<file path="src/hdl/one_shot_periodic_timer_table_unit_macros.svh">
// Assertion helpers used by the timer table top module.
// Both expect signals named clk and rst_n in the enclosing scope.
`ifndef ONE_SHOT_PERIODIC_TIMER_TABLE_UNIT_MACROS_SVH
`define ONE_SHOT_PERIODIC_TIMER_TABLE_UNIT_MACROS_SVH

// Check a condition at every clock edge outside reset.
`define OSPT_ASSERT_ALWAYS(lbl, cond, msg) \
  lbl: assert property (@(posedge clk) disable iff (!rst_n) (cond)) \
    else $error(msg);

// Check that a condition holds in the cycle after a trigger.
`define OSPT_ASSERT_NEXT(lbl, ante, cons, msg) \
  lbl: assert property (@(posedge clk) disable iff (!rst_n) (ante) |=> (cons)) \
    else $error(msg);

`endif

</file>
<file path="src/hdl/ostpt_pkg.sv">
`timescale 1ns / 1ps
package ostpt_pkg;

  localparam int NUM_SLOTS = 8;
  localparam int SLOT_W    = $clog2(NUM_SLOTS);
  localparam int CNT_W     = $clog2(NUM_SLOTS + 1);
  localparam int TIME_W    = 31;
  localparam int TAG_W     = 16;
  localparam int CMD_W     = 3;
  localparam int STAT_W    = 3;
  localparam int FCNT_W    = 8;
  localparam int KIND_W    = 2;
  localparam int Q_DEPTH   = 2;
  localparam int QPTR_W    = $clog2(Q_DEPTH);
  localparam int QCNT_W    = $clog2(Q_DEPTH + 1);

  // Command codes
  localparam logic [CMD_W-1:0] CMD_TICK     = 3'd0;
  localparam logic [CMD_W-1:0] CMD_ONCE     = 3'd1;
  localparam logic [CMD_W-1:0] CMD_PERIODIC = 3'd2;
  localparam logic [CMD_W-1:0] CMD_DEFERRED = 3'd3;
  localparam logic [CMD_W-1:0] CMD_CANCEL   = 3'd4;

  // Result status codes
  localparam logic [STAT_W-1:0] ST_SCHEDULED = 3'd0;
  localparam logic [STAT_W-1:0] ST_FULL      = 3'd1;
  localparam logic [STAT_W-1:0] ST_ZERO_IV   = 3'd2;
  localparam logic [STAT_W-1:0] ST_FIRED     = 3'd3;
  localparam logic [STAT_W-1:0] ST_CANCELLED = 3'd4;
  localparam logic [STAT_W-1:0] ST_EMPTY     = 3'd5;
  localparam logic [STAT_W-1:0] ST_TICK_DONE = 3'd6;

  // Timer kinds
  localparam logic [KIND_W-1:0] KIND_ONCE     = 2'd0;
  localparam logic [KIND_W-1:0] KIND_PERIODIC = 2'd1;
  localparam logic [KIND_W-1:0] KIND_DEFERRED = 2'd2;

  localparam logic [FCNT_W-1:0] FCNT_MAX = 8'd255;

  typedef enum logic [1:0] {
    OP_TICK,
    OP_SCHED,
    OP_CANCEL
  } op_t;

  typedef struct packed {
    op_t               op;
    logic [KIND_W-1:0] kind;
    logic [TIME_W-1:0] tv;
    logic [TAG_W-1:0]  tag;
    logic [SLOT_W-1:0] si;
  } work_t;

  typedef struct packed {
    logic [CNT_W-1:0] used_cnt;
  } back_status_t;

endpackage

</file>
<file path="src/hdl/ostpt_in_if.sv">
`timescale 1ns / 1ps
interface ostpt_in_if;
  logic        valid;
  logic        ready;
  logic [2:0]  command;
  logic [30:0] time_value;
  logic [15:0] tag;
  logic [2:0]  slot_index;

  modport source (output valid, command, time_value, tag, slot_index, input ready);
  modport sink (input valid, command, time_value, tag, slot_index, output ready);
endinterface

</file>
<file path="src/hdl/ostpt_out_if.sv">
`timescale 1ns / 1ps
interface ostpt_out_if;
  logic        valid;
  logic        ready;
  logic [2:0]  status;
  logic [2:0]  slot;
  logic [15:0] fire_tag;
  logic [7:0]  fire_count;
  logic [1:0]  timer_kind;
  logic        last;

  modport source (output valid, status, slot, fire_tag, fire_count, timer_kind, last,
                  input ready);
  modport sink (input valid, status, slot, fire_tag, fire_count, timer_kind, last,
                output ready);
endinterface

</file>
<file path="src/hdl/ostpt_front.sv">
`timescale 1ns / 1ps
module ostpt_front (
  input  logic              clk,
  input  logic              rst_n,
  ostpt_in_if.sink          in_chan,
  output logic              q_valid,
  output ostpt_pkg::work_t  q_data,
  input  logic              q_pop
);
  import ostpt_pkg::*;

  work_t             q_mem_r [Q_DEPTH];
  logic [QPTR_W-1:0] wptr_r;
  logic [QPTR_W-1:0] rptr_r;
  logic [QCNT_W-1:0] qcnt_r;
  work_t             cls;
  logic              cls_ok;
  logic              push;

  // Classify the incoming command, drop unused codes
  always_comb begin
    cls.op   = OP_TICK;
    cls.kind = KIND_ONCE;
    cls.tv   = in_chan.time_value;
    cls.tag  = in_chan.tag;
    cls.si   = in_chan.slot_index;
    cls_ok   = 1'b1;
    unique case (in_chan.command)
      CMD_TICK:     cls.op = OP_TICK;
      CMD_ONCE:     cls.op = OP_SCHED;
      CMD_PERIODIC: begin
        cls.op   = OP_SCHED;
        cls.kind = KIND_PERIODIC;
      end
      CMD_DEFERRED: begin
        cls.op   = OP_SCHED;
        cls.kind = KIND_DEFERRED;
      end
      CMD_CANCEL:   cls.op = OP_CANCEL;
      default:      cls_ok = 1'b0;
    endcase
  end

  assign in_chan.ready = (qcnt_r != QCNT_W'(Q_DEPTH));
  assign push          = in_chan.valid && in_chan.ready && cls_ok;
  assign q_valid       = (qcnt_r != '0);
  assign q_data        = q_mem_r[rptr_r];

  // Queue storage
  always_ff @(posedge clk) begin
    if (push) begin
      q_mem_r[wptr_r] <= cls;
    end
  end

  // Queue pointers
  always_ff @(posedge clk) begin
    if (!rst_n) begin
      wptr_r <= '0;
      rptr_r <= '0;
      qcnt_r <= '0;
    end else begin
      if (push) begin
        wptr_r <= wptr_r + 1'b1;
      end
      if (q_pop) begin
        rptr_r <= rptr_r + 1'b1;
      end
      if (push && !q_pop) begin
        qcnt_r <= qcnt_r + 1'b1;
      end else if (!push && q_pop) begin
        qcnt_r <= qcnt_r - 1'b1;
      end
    end
  end

endmodule

</file>
<file path="src/hdl/ostpt_div.sv">
`timescale 1ns / 1ps
module ostpt_div (
  input  logic                          clk,
  input  logic                          rst_n,
  input  logic                          start,
  input  logic [ostpt_pkg::TIME_W-1:0]  dividend,
  input  logic [ostpt_pkg::TIME_W-1:0]  divisor,
  output logic                          done,
  output logic [ostpt_pkg::TIME_W-1:0]  quot,
  output logic [ostpt_pkg::TIME_W-1:0]  rem
);
  import ostpt_pkg::*;

  localparam int STEP_W = $clog2(TIME_W);

  logic [TIME_W-1:0] quot_r;
  logic [TIME_W-1:0] rem_r;
  logic [TIME_W-1:0] dvs_r;
  logic [STEP_W-1:0] step_r;
  logic              run_r;
  logic              done_r;
  logic [TIME_W:0]   shifted;
  logic [TIME_W:0]   trial;
  logic              fits;

  // One restoring step per cycle
  always_comb begin
    shifted = {rem_r, quot_r[TIME_W-1]};
    trial   = shifted - {1'b0, dvs_r};
    fits    = (shifted >= {1'b0, dvs_r});
  end

  always_ff @(posedge clk) begin
    if (!rst_n) begin
      run_r  <= 1'b0;
      done_r <= 1'b0;
    end else begin
      done_r <= 1'b0;
      if (start) begin
        rem_r  <= '0;
        quot_r <= dividend;
        dvs_r  <= divisor;
        step_r <= STEP_W'(TIME_W - 1);
        run_r  <= 1'b1;
      end else if (run_r) begin
        rem_r  <= fits ? trial[TIME_W-1:0] : shifted[TIME_W-1:0];
        quot_r <= {quot_r[TIME_W-2:0], fits};
        if (step_r == '0) begin
          run_r  <= 1'b0;
          done_r <= 1'b1;
        end else begin
          step_r <= step_r - 1'b1;
        end
      end
    end
  end

  assign done = done_r;
  assign quot = quot_r;
  assign rem  = rem_r;

endmodule

</file>
<file path="src/hdl/ostpt_back.sv">
`timescale 1ns / 1ps
module ostpt_back (
  input  logic                      clk,
  input  logic                      rst_n,
  input  logic                      q_valid,
  input  ostpt_pkg::work_t          q_data,
  output logic                      q_pop,
  ostpt_out_if.source               out_chan,
  output ostpt_pkg::back_status_t   sts
);
  import ostpt_pkg::*;

  typedef enum logic [2:0] {
    S_IDLE,
    S_SCAN,
    S_DIVW,
    S_PEMIT,
    S_DEFER,
    S_COMPACT,
    S_DONE
  } state_t;

  state_t            state_r;
  logic [NUM_SLOTS-1:0] valid_r;
  logic [KIND_W-1:0] kind_r  [NUM_SLOTS];
  logic [TIME_W-1:0] tl_r    [NUM_SLOTS];
  logic [TIME_W-1:0] iv_r    [NUM_SLOTS];
  logic [TAG_W-1:0]  tag_r   [NUM_SLOTS];
  logic [SLOT_W-1:0] order_r [NUM_SLOTS];
  logic [CNT_W-1:0]  used_r;
  logic [CNT_W-1:0]  idx_r;
  logic [CNT_W-1:0]  wr_r;
  logic              tick_r;
  logic [TIME_W-1:0] delta_r;
  logic [SLOT_W-1:0] cur_slot_r;

  logic              out_valid_r;
  logic [STAT_W-1:0] out_status_r;
  logic [SLOT_W-1:0] out_slot_r;
  logic [TAG_W-1:0]  out_tag_r;
  logic [FCNT_W-1:0] out_cnt_r;
  logic [KIND_W-1:0] out_kind_r;
  logic              out_last_r;

  logic              emit_ok;
  logic [SLOT_W-1:0] cur;
  logic [SLOT_W-1:0] rd_slot;
  logic              rd_valid;
  logic [KIND_W-1:0] rd_kind;
  logic [TIME_W-1:0] rd_tl;
  logic [TIME_W-1:0] rd_iv;
  logic [TAG_W-1:0]  rd_tag;
  logic [TIME_W:0]   diff;
  logic              still_pos;
  logic [TIME_W-1:0] over;
  logic              scan_end;
  logic              has_free;
  logic [SLOT_W-1:0] free_slot;
  logic              div_start;
  logic              div_done;
  logic [TIME_W-1:0] div_quot;
  logic [TIME_W-1:0] div_rem;
  logic [FCNT_W-1:0] per_cnt;
  logic              si_bad;

  assign emit_ok = !out_valid_r || out_chan.ready;

  // Slot read port: address follows the current step
  always_comb begin
    cur      = order_r[idx_r[SLOT_W-1:0]];
    unique case (state_r)
      S_IDLE:  rd_slot = q_data.si;
      S_PEMIT: rd_slot = cur_slot_r;
      default: rd_slot = cur;
    endcase
    rd_valid = valid_r[rd_slot];
    rd_kind  = kind_r[rd_slot];
    rd_tl    = tl_r[rd_slot];
    rd_iv    = iv_r[rd_slot];
    rd_tag   = tag_r[rd_slot];
    scan_end = (idx_r == used_r);
  end

  // Count down and overrun amount
  always_comb begin
    diff      = {1'b0, rd_tl} - {1'b0, delta_r};
    still_pos = !diff[TIME_W] && (diff[TIME_W-1:0] != '0);
    over      = TIME_W'(-diff);
  end

  // Lowest free slot
  always_comb begin
    has_free  = 1'b0;
    free_slot = '0;
    for (int i = NUM_SLOTS - 1; i >= 0; i--) begin
      if (!valid_r[i]) begin
        has_free  = 1'b1;
        free_slot = SLOT_W'(i);
      end
    end
  end

  assign si_bad    = ({1'b0, q_data.si} >= (SLOT_W + 1)'(NUM_SLOTS)) || !rd_valid;
  assign div_start = (state_r == S_SCAN) && !scan_end && rd_valid &&
                     (rd_kind == KIND_PERIODIC) && !still_pos;
  assign per_cnt   = (div_quot >= TIME_W'(FCNT_MAX)) ? FCNT_MAX
                                                    : div_quot[FCNT_W-1:0] + 1'b1;

  // Pop queue head once its immediate result can be registered
  always_comb begin
    q_pop = 1'b0;
    if (state_r == S_IDLE && q_valid) begin
      q_pop = (q_data.op == OP_TICK) ? 1'b1 : emit_ok;
    end
  end

  ostpt_div u_div (
    .clk      (clk),
    .rst_n    (rst_n),
    .start    (div_start),
    .dividend (over),
    .divisor  (rd_iv),
    .done     (div_done),
    .quot     (div_quot),
    .rem      (div_rem)
  );

  // Sequencer, slot table and output register
  always_ff @(posedge clk) begin
    if (!rst_n) begin
      state_r     <= S_IDLE;
      valid_r     <= '0;
      used_r      <= '0;
      out_valid_r <= 1'b0;
    end else begin
      if (out_chan.ready) begin
        out_valid_r <= 1'b0;
      end
      unique case (state_r)
        S_IDLE: begin
          if (q_pop) begin
            unique case (q_data.op)
              OP_TICK: begin
                delta_r <= q_data.tv;
                idx_r   <= '0;
                tick_r  <= 1'b1;
                state_r <= S_SCAN;
              end
              OP_SCHED: begin
                out_valid_r <= 1'b1;
                out_tag_r   <= q_data.tag;
                out_cnt_r   <= '0;
                out_kind_r  <= q_data.kind;
                out_last_r  <= 1'b1;
                out_slot_r  <= '0;
                if (q_data.kind == KIND_PERIODIC && q_data.tv == '0) begin
                  out_status_r <= ST_ZERO_IV;
                end else if (used_r >= CNT_W'(NUM_SLOTS) || !has_free) begin
                  out_status_r <= ST_FULL;
                end else begin
                  out_status_r            <= ST_SCHEDULED;
                  out_slot_r              <= free_slot;
                  valid_r[free_slot]      <= 1'b1;
                  kind_r[free_slot]       <= q_data.kind;
                  tl_r[free_slot]         <= (q_data.kind == KIND_DEFERRED) ? '0 : q_data.tv;
                  iv_r[free_slot]         <= q_data.tv;
                  tag_r[free_slot]        <= q_data.tag;
                  order_r[used_r[SLOT_W-1:0]] <= free_slot;
                  used_r                  <= used_r + 1'b1;
                end
              end
              OP_CANCEL: begin
                out_valid_r <= 1'b1;
                out_slot_r  <= q_data.si;
                out_cnt_r   <= '0;
                out_last_r  <= 1'b1;
                if (si_bad) begin
                  out_status_r <= ST_EMPTY;
                  out_tag_r    <= '0;
                  out_kind_r   <= KIND_ONCE;
                end else begin
                  out_status_r      <= ST_CANCELLED;
                  out_tag_r         <= rd_tag;
                  out_kind_r        <= rd_kind;
                  valid_r[rd_slot]  <= 1'b0;
                  idx_r             <= '0;
                  wr_r              <= '0;
                  tick_r            <= 1'b0;
                  state_r           <= S_COMPACT;
                end
              end
              default: state_r <= S_IDLE;
            endcase
          end
        end
        S_SCAN: begin
          if (scan_end) begin
            idx_r   <= '0;
            state_r <= S_DEFER;
          end else if (!rd_valid || rd_kind == KIND_DEFERRED) begin
            idx_r <= idx_r + 1'b1;
          end else if (still_pos) begin
            tl_r[cur] <= diff[TIME_W-1:0];
            idx_r     <= idx_r + 1'b1;
          end else if (rd_kind == KIND_ONCE) begin
            if (emit_ok) begin
              out_valid_r  <= 1'b1;
              out_status_r <= ST_FIRED;
              out_slot_r   <= cur;
              out_tag_r    <= rd_tag;
              out_cnt_r    <= FCNT_W'(1);
              out_kind_r   <= KIND_ONCE;
              out_last_r   <= 1'b0;
              valid_r[cur] <= 1'b0;
              idx_r        <= idx_r + 1'b1;
            end
          end else begin
            cur_slot_r <= cur;
            state_r    <= S_DIVW;
          end
        end
        S_DIVW: begin
          if (div_done) begin
            state_r <= S_PEMIT;
          end
        end
        S_PEMIT: begin
          if (emit_ok) begin
            out_valid_r      <= 1'b1;
            out_status_r     <= ST_FIRED;
            out_slot_r       <= cur_slot_r;
            out_tag_r        <= rd_tag;
            out_cnt_r        <= per_cnt;
            out_kind_r       <= KIND_PERIODIC;
            out_last_r       <= 1'b0;
            tl_r[cur_slot_r] <= rd_iv - div_rem;
            idx_r            <= idx_r + 1'b1;
            state_r          <= S_SCAN;
          end
        end
        S_DEFER: begin
          if (scan_end) begin
            idx_r   <= '0;
            wr_r    <= '0;
            state_r <= S_COMPACT;
          end else if (rd_valid && rd_kind == KIND_DEFERRED) begin
            if (emit_ok) begin
              out_valid_r  <= 1'b1;
              out_status_r <= ST_FIRED;
              out_slot_r   <= cur;
              out_tag_r    <= rd_tag;
              out_cnt_r    <= FCNT_W'(1);
              out_kind_r   <= KIND_DEFERRED;
              out_last_r   <= 1'b0;
              valid_r[cur] <= 1'b0;
              idx_r        <= idx_r + 1'b1;
            end
          end else begin
            idx_r <= idx_r + 1'b1;
          end
        end
        S_COMPACT: begin
          if (scan_end) begin
            used_r  <= wr_r;
            state_r <= tick_r ? S_DONE : S_IDLE;
          end else begin
            if (rd_valid) begin
              order_r[wr_r[SLOT_W-1:0]] <= cur;
              wr_r                      <= wr_r + 1'b1;
            end
            idx_r <= idx_r + 1'b1;
          end
        end
        S_DONE: begin
          if (emit_ok) begin
            out_valid_r  <= 1'b1;
            out_status_r <= ST_TICK_DONE;
            out_slot_r   <= '0;
            out_tag_r    <= '0;
            out_cnt_r    <= '0;
            out_kind_r   <= KIND_ONCE;
            out_last_r   <= 1'b1;
            state_r      <= S_IDLE;
          end
        end
        default: state_r <= S_IDLE;
      endcase
    end
  end

  assign out_chan.valid      = out_valid_r;
  assign out_chan.status     = out_status_r;
  assign out_chan.slot       = out_slot_r;
  assign out_chan.fire_tag   = out_tag_r;
  assign out_chan.fire_count = out_cnt_r;
  assign out_chan.timer_kind = out_kind_r;
  assign out_chan.last       = out_last_r;
  assign sts.used_cnt        = used_r;

endmodule

</file>
<file path="src/hdl/one_shot_periodic_timer_table_unit.sv">
`timescale 1ns / 1ps
// Channel    Dir  Handshake      Payload
// in_chan    in   valid/ready    command, time_value, tag, slot_index
// out_chan   out  valid/ready    status, slot, fire_tag, fire_count, timer_kind, last
//
// Schedule and rejected commands finish in the back end's idle state; cancel adds one
// compaction step per listed slot.
// Tick: a scan, deferred-fire and compaction pass over the listed slots, plus an
// overrun division by the one-bit-per-cycle divider for each periodic firing.
// A 2-entry command queue keeps input accepting while the back end works.
// Reset is synchronous, active low; stalls on out_chan hold the sequencer.
module one_shot_periodic_timer_table_unit (
  input  logic        clk,
  input  logic        rst_n,
  ostpt_in_if.sink    in_chan,
  ostpt_out_if.source out_chan
);
  import ostpt_pkg::*;
  `include "one_shot_periodic_timer_table_unit_macros.svh"

  logic         q_valid;
  work_t        q_data;
  logic         q_pop;
  back_status_t sts;

  ostpt_front u_front (
    .clk     (clk),
    .rst_n   (rst_n),
    .in_chan (in_chan),
    .q_valid (q_valid),
    .q_data  (q_data),
    .q_pop   (q_pop)
  );

  ostpt_back u_back (
    .clk      (clk),
    .rst_n    (rst_n),
    .q_valid  (q_valid),
    .q_data   (q_data),
    .q_pop    (q_pop),
    .out_chan (out_chan),
    .sts      (sts)
  );

  // Check table occupancy and queue flow
  `OSPT_ASSERT_ALWAYS(a_used_bound, sts.used_cnt <= CNT_W'(NUM_SLOTS), "slot count overflow")
  `OSPT_ASSERT_ALWAYS(a_full_nonempty, in_chan.ready || q_valid, "stall with empty queue")
  `OSPT_ASSERT_NEXT(a_head_kept, q_valid && !q_pop, q_valid, "queue head lost")

endmodule
</file>
<file path="src/flat_wrapper.sv">
// flat-port wrapper written by rule: the top's interface ports become plain ports
module one_shot_periodic_timer_table_unit_flat import ostpt_pkg::*;
  (clk, rst_n, in_chan_valid, in_chan_command, in_chan_time_value, in_chan_tag, in_chan_slot_index, in_chan_ready, out_chan_valid, out_chan_status, out_chan_slot, out_chan_fire_tag, out_chan_fire_count, out_chan_timer_kind, out_chan_last, out_chan_ready);
  ostpt_in_if in_chan_i ();
  ostpt_out_if out_chan_i ();
  input  logic clk;
  input  logic rst_n;
  input wire logic [$bits(in_chan_i.valid)-1:0] in_chan_valid;
  input wire logic [$bits(in_chan_i.command)-1:0] in_chan_command;
  input wire logic [$bits(in_chan_i.time_value)-1:0] in_chan_time_value;
  input wire logic [$bits(in_chan_i.tag)-1:0] in_chan_tag;
  input wire logic [$bits(in_chan_i.slot_index)-1:0] in_chan_slot_index;
  output wire logic [$bits(in_chan_i.ready)-1:0] in_chan_ready;
  output wire logic [$bits(out_chan_i.valid)-1:0] out_chan_valid;
  output wire logic [$bits(out_chan_i.status)-1:0] out_chan_status;
  output wire logic [$bits(out_chan_i.slot)-1:0] out_chan_slot;
  output wire logic [$bits(out_chan_i.fire_tag)-1:0] out_chan_fire_tag;
  output wire logic [$bits(out_chan_i.fire_count)-1:0] out_chan_fire_count;
  output wire logic [$bits(out_chan_i.timer_kind)-1:0] out_chan_timer_kind;
  output wire logic [$bits(out_chan_i.last)-1:0] out_chan_last;
  input wire logic [$bits(out_chan_i.ready)-1:0] out_chan_ready;
  assign in_chan_i.valid = in_chan_valid;
  assign in_chan_i.command = in_chan_command;
  assign in_chan_i.time_value = in_chan_time_value;
  assign in_chan_i.tag = in_chan_tag;
  assign in_chan_i.slot_index = in_chan_slot_index;
  assign in_chan_ready = in_chan_i.ready;
  assign out_chan_valid = out_chan_i.valid;
  assign out_chan_status = out_chan_i.status;
  assign out_chan_slot = out_chan_i.slot;
  assign out_chan_fire_tag = out_chan_i.fire_tag;
  assign out_chan_fire_count = out_chan_i.fire_count;
  assign out_chan_timer_kind = out_chan_i.timer_kind;
  assign out_chan_last = out_chan_i.last;
  assign out_chan_i.ready = out_chan_ready;
  one_shot_periodic_timer_table_unit u_core (.clk(clk), .rst_n(rst_n), .in_chan(in_chan_i), .out_chan(out_chan_i));
endmodule
</file>
<file path="config.mk">
export PLATFORM = sky130hd
export DESIGN_NAME = one_shot_periodic_timer_table_unit_flat
export DESIGN_NICKNAME = d
export VERILOG_FILES = /design/src/hdl/ostpt_pkg.sv /design/src/hdl/ostpt_in_if.sv /design/src/hdl/ostpt_out_if.sv /design/src/hdl/ostpt_front.sv /design/src/hdl/ostpt_div.sv /design/src/hdl/ostpt_back.sv /design/src/hdl/one_shot_periodic_timer_table_unit.sv /design/src/flat_wrapper.sv
export VERILOG_INCLUDE_DIRS = /design/src /design/src/hdl
export SDC_FILE = /design/constraint.sdc
export NUM_CORES = 1
export LEC_CHECK = 0
export BUFFER_PORTS_ARGS = -buffer_cell sky130_fd_sc_hd__clkbuf_2
export CAP_MARGIN = 20
export CORE_MARGIN = 2
export CORE_UTILIZATION = 45
export CTS_CLUSTER_DIAMETER = 80
export DETAILED_ROUTE_END_ITERATION = 10
export PLACE_DENSITY_LB_ADDON = 0.12
export SETUP_SLACK_MARGIN = 0.3
export SLEW_MARGIN = 10
export SYNTH_ARGS = -nofsm -noshare
export SYNTH_HDL_FRONTEND = slang
export SYNTH_HIERARCHICAL = 1
export SYNTH_SLANG_ARGS = --single-unit
</file>
<file path="constraint.sdc">
create_clock -name clk -period 9.1 [get_ports clk]
set_input_delay 0.455 -clock clk [delete_from_list [all_inputs] [get_ports clk]]
set_output_delay 0.455 -clock clk [all_outputs]
set_load 0.05 [all_outputs]
</file>
==> impl_metrics.toml, run 1 <==
[synth]
synth.most_common_cell = "edfxtp_1"
synth_area_per_cell_um2 = 12.9
yosysUniqueCellTypes = 101
syn_inst = 3443
synth-main-ff-cell = "edfxtp_1"
syn-num-nets = 3606
synth_top_area_share_pct = 64.1
synthTopCellsByArea = "edfxtp_1, nand2_1, ha_1, mux2_2, a21oi_1"
yosysWarnings = 6
netlist_area_mm2 = 0.0444
synthTopCellsByCount = "edfxtp_1, nand2_1, a21oi_1"
synth-edff-count = 946
seq_area_frac_synth_pct = 65.2
ys_seq_elements = 972
ys_async_sr_fraction_pct = 0
synth_top_area_cell = "edfxtp_1"

[sta]
finalSetupViolCount = 0
tightestPinTransition_ns = 1.14
final.min_clock_period_ns = 8.15
fin_skew_ns = 0.0427
slew_viol_final = 0
finalSetupTns_ns = 0
fmax_mhz = 123
rsz0062_at_grt = "no"
finalHoldViolations = 0
fin_crit_sh_pct = 89.5
slew_headroom_pct = 23.0

[global_routing]
grt_pass1_wl_um = 198000
track_usage_pct = 26.3
antenna_found_initial = 7
grt_pass1_vias = 30100
grt_max_degree = 55
overflow = 0

[finish]
drive_gt1_share_pct = 15.0
area_delta_synth_final_pct = 15.1
fin_nets = 3846

[cts]
clk_path_buf_depth = 3
insertion_delay_ns = 0.70
clkSinkCount = 972
h-tree-depth = 3
clk_pin_slew_worst_paths_ns = 0.06
clock-root-buffer = "clkbuf_16"
cts_tree = "yes"
numCtsBuffers = 103

[route]
first_pass_iters = 6
routed_wl_um = 135000
post_drt_wl_per_cell_um = 26.6
routed_via_density = 6.11
vias = 30900
drtAntennaViolNets = 0
first_iter_violations = 3459
drc = 0

[die]
die_area_mm2 = 0.101
die_w_um = 318
io_pins = 92
core-area_mm2 = 0.0980
die_h_um = 318
rows = 115
start_util_pct = 45.3

[critical_path]
worstPathRequired_ns = 9.51
startpoint_type = "register"
r2r_end = "u_core/u_back/u_div/quot[3]$_DFFE_PP_"
worstPathArrival_ns = 8.56
cp_max_fo = 26
critical_path.endpoint = "u_core/u_back/u_div/quot[3]$_DFFE_PP_"
cp_slowest_cell = "nor4_1"
cpPeakStageDelay_ns = 0.88
reg2reg_depth = 25
reg2reg_setup_slack_ns = 0.95
worstSetupPathType = "reg2reg"
cp-end-kind = "register"

[place]
portBuffers = 91
dp_hpwl_um = 90000
gp_congestion = 0.965

[run]
drv_cap = 0

[status]
status = "complete, no violations"

[worst_hold_path]
hp-class = "in2reg"
min_path_cells = 2
[layout make-up]
cell class              instances  area (um2)
multi-input cells            2178       14400
clock buffers                 118        2660
inverters                     137         514
repair buffers                291        2220
fillers                      8279       46900
diodes                          2        5.00
clock inverters                73         698
well taps                    1287        1610
flip-flops and latches        972       28900
[state kept, by name, indices dropped and copies added, names as in the netlist, 4 cells and up, named ones only]
register and count:
u_core/u_back/delta_r 31, u_core/u_back/idx_r 4, u_core/u_back/iv_r 248, u_core/u_back/kind_r 16
u_core/u_back/order_r 24, u_core/u_back/out_chan.fire_count 8, u_core/u_back/out_chan.fire_tag 16, u_core/u_back/sts 4
u_core/u_back/tag_r 128, u_core/u_back/tl_r 248, u_core/u_back/u_div/dvs_r 31, u_core/u_back/u_div/quot 31
u_core/u_back/u_div/rem 31, u_core/u_back/u_div/step_r 5, u_core/u_back/valid_r 8, u_core/u_back/wr_r 4
u_core/u_front/q_mem_r 108
[critical path: cells and delay by family, from the launching register on]
kind,cells,cell delay [ns]
and+or+nand+nor,13,3.96
buffers and inverters,5,1.44
AOI/OAI and AO/OA,4,0.78
muxes,2,0.60
adders and majority gates,1,0.51
DFF,1,0.50
[layout by cell type (no fill, tap or decap), drive strengths merged, types with 56 or more instances in the layout]
cell type,instances
o22ai,114
buf,150
o21ai,132
nand2,380
inv,142
nor2,185
clkbuf,209
edfxtp,946
a21oi,202
ha,103
nand3,92
a22oi,76
xnor2,56
mux2,106
[how the worst min path moves through the flow]
stage / from / end / slack, ns
after floorplan: u_core/u_back/u_div/run_r$_SDFF_PN0_ / u_core/u_back/u_div/done$_SDFF_PP0_ / 0.42
after global placement: u_core/u_back/u_div/run_r$_SDFF_PN0_ / u_core/u_back/u_div/done$_SDFF_PP0_ / 0.45
after detailed placement: u_core/u_back/u_div/run_r$_SDFF_PN0_ / u_core/u_back/u_div/done$_SDFF_PP0_ / 0.46
after CTS: in_chan_command[0] / u_core/u_front/q_mem_r[0][50]$_DFFE_PP_ / 0.06
after global routing: in_chan_command[0] / u_core/u_front/q_mem_r[1][50]$_DFFE_PP_ / 0.11
final: in_chan_command[0] / u_core/u_front/q_mem_r[0][50]$_DFFE_PP_ / 0.10
[layer usage]
layer	up-vias	wire length, um	GRT usage (%)
met2	1360	62500	42.0
li1	13700	-	-
met3	191	10900	3.84
met1	15600	58300	37.8
met4	6	3050	6.66
met5	-	45	0
[cell families after synthesis]
logic type	after synthesis	synth area share (%)
xor+xnor	105	2.10
compound gates	854	12.9
mux	135	3.47
fa+ha+maj	106	3.04
simple gates	978	10.5
flops	972	65.2
buf+inv	293	2.71
[what timing repair did]
| item | in CTS | in global routing |
|---|---|---|
| setup endpoints to repair | 0 | 296 |
| hold endpoints to repair | 100 | 0 |
| hold buffers | 50 | 0 |
| resized for setup | 0 | 2 |
| setup buffers | 0 | 6 |
[through the flow]
stage          util (%)  instances  hold slack [ns]  area (um2)  worst slack, ns
2_1_floorplan         -       3443            0.416       44400           -0.102
3_3_place_gp       48.1       4808            0.454       47100            0.910
3_5_place_dp       48.1       4809            0.457       47100            0.786
4_1_cts            52.0       5050           0.0648       51000            0.715
5_1_grt            52.1       5056            0.107       51000            0.434
6_report           52.1       5058            0.105       51100            0.954
Power of run 1 is not shown: default switching activity piles up to over one toggle a cycle in this logic, so the estimate is an artifact.
==> run 2: changes to the inputs <==
--- a/config.mk
+++ b/config.mk
@@ -12,6 +12,7 @@
 export CORE_UTILIZATION = 45
 export CTS_CLUSTER_DIAMETER = 80
 export DETAILED_ROUTE_END_ITERATION = 10
+export MAX_ROUTING_LAYER = met4
 export PLACE_DENSITY_LB_ADDON = 0.12
 export SETUP_SLACK_MARGIN = 0.3
 export SLEW_MARGIN = 10
==> impl_metrics.toml, run 2 (synthesis gave the netlist of run 1 again) <==
[status]
status = "complete, no violations"

[critical_path]
worstSetupPathType = "reg2reg"
worstPathRequired_ns = 9.42
cp-end-kind = "register"
startpoint_type = "register"
worstPathArrival_ns = 8.80
cp_max_fo = 31

[cts]
clk_path_buf_depth = 3
clk_pin_slew_worst_paths_ns = 0.06
cts_tree = "yes"
numCtsBuffers = 103
clkSinkCount = 972
insertion_delay_ns = 0.71
h-tree-depth = 3
clock-root-buffer = "clkbuf_16"

[sta]
rsz0062_at_grt = "no"
tightestPinTransition_ns = 1.03
finalSetupTns_ns = 0
fin_skew_ns = 0.0508
slew_headroom_pct = 30.6
finalHoldViolations = 0
finalSetupViolCount = 0
fmax_mhz = 118
slew_viol_final = 0
fin_crit_sh_pct = 93.2
fin_ws_ns = 0.618
final.min_clock_period_ns = 8.48

[global_routing]
grt_max_degree = 55
antenna_found_initial = 0
grt_pass1_wl_um = 197000
track_usage_pct = 27.0
grt_pass1_vias = 29800
overflow = 0

[die]
io_pins = 92
start_util_pct = 45.3
die_w_um = 318
die_area_mm2 = 0.101
die_h_um = 318
rows = 115
core-area_mm2 = 0.0980

[finish]
drive_gt1_share_pct = 15.2
register_area_mm2 = 0.0289
final_cell_mix = "edfxtp_1, nand2_1, a21oi_1"
nFillCells = 8267
largestRegisters = "u_core/u_back/iv_r (248), u_core/u_back/tl_r (248), u_core/u_back/tag_r (128)"
area_delta_synth_final_pct = 15.1
fin_nets = 3840
stdcell_area_mm2 = 0.0510
layout_commonest_cell = "edfxtp_1"
multi_input_area_mm2 = 0.0144

[route]
drc = 0
routed_via_density = 6.08
routed_wl_um = 134000
first_pass_iters = 6
drtAntennaViolNets = 0
first_iter_violations = 3285
vias = 30700
post_drt_wl_per_cell_um = 26.6

[place]
gp_congestion = 0.960
portBuffers = 91
pre_cts_ws_ns = 0.815
placed_cell_area_mm2 = 0.0471
dp_hpwl_um = 89800

[worst_hold_path]
hp-class = "in2reg"

[run]
drv_cap = 0
-- run 2: cell count changes in the layout (fill, tap and decap cells not counted), sizes merged --
cell / delta
inv: +1
bufinv: -1
clkinv: -4
buf: -6
clkinvlp: +1
clkbuf: +1
-- run 2: critical path, stage by stage (launching register included) --
cell and delay (ns):
dfxtp_1 0.66, mux2_1 0.37, mux4_2 0.63, a21o_2 0.33, buf_4 0.25, nand2_1 0.47
buf_4 0.40, o22ai_1 0.15, nor4_1 0.90, ha_1 0.51, nand2_1 0.14, nand2_1 0.11
or4_1 0.48, and3_1 0.24, nand4bb_1 0.30, nor4_4 0.32, buf_4 0.23, a21o_1 0.21
nand2_1 0.12, nor3_1 0.14, and2_2 0.42, o21a_2 0.25, buf_4 0.37
-- run 2: area by class of cell --
class,count,area share [%]
diodes,2,0.00981
well taps,1287,3.16
flip-flops and latches,972,56.7
clock buffers,119,5.17
clock inverters,70,1.39
repair buffers,285,4.33
inverters,137,1.01
multi-input cells,2178,28.3
-- run 2: path summary, 6_finish.rpt --
| check | from | slack (ns) | cells past startpoint | endpoint |
|---|---|---|---|---|
| setup reg to reg | register | 0.62 | 22 | u_core/u_back/u_div/quot[19]$_DFFE_PP_ |
| hold reg to reg | u_core/u_back/u_div/run_r$_SDFF_PN0_ | 0.46 | 2 | u_core/u_back/u_div/done$_SDFF_PP0_ |
| setup / recovery | register | 0.62 | 22 | u_core/u_back/u_div/quot[19]$_DFFE_PP_ |
| hold / removal | in_chan_command[0] | 0.11 | 2 | u_core/u_front/q_mem_r[1][50]$_DFFE_PP_ |
-- run 2: layer usage --
metal	global-route usage (%)	wire length (um)	up-vias
met4	7.40	3360	0
met2	41.2	61700	1320
met5	-	0	-
met1	37.6	59700	15500
met3	4.10	9800	195
li1	-	-	13700
-- run 2: per-stage QoR --
| stage | cells | hold WS (ns) | util (%) |
|---|---|---|---|
| final | 5050 | 0.112 | 52.1 |
| after global routing | 5048 | 0.104 | 52.1 |
| after CTS | 5043 | 0.0639 | 52.0 |
| after detailed placement | 4804 | 0.447 | 48.1 |
| after global placement | 4802 | 0.458 | 48.1 |
| after floorplan | 3443 | 0.416 | - |
-- run 2: timing repair --
| action | 4_1_cts | 5_1_grt |
|---|---|---|
| setup endpoints to repair | 0 | 50 |
| setup buffers | 0 | 5 |
| resized for setup | 0 | 1 |
| hold buffers | 50 | 0 |
| endpoints found under the hold margin | 100 | 0 |
Power of run 2 is left out for the same reason.
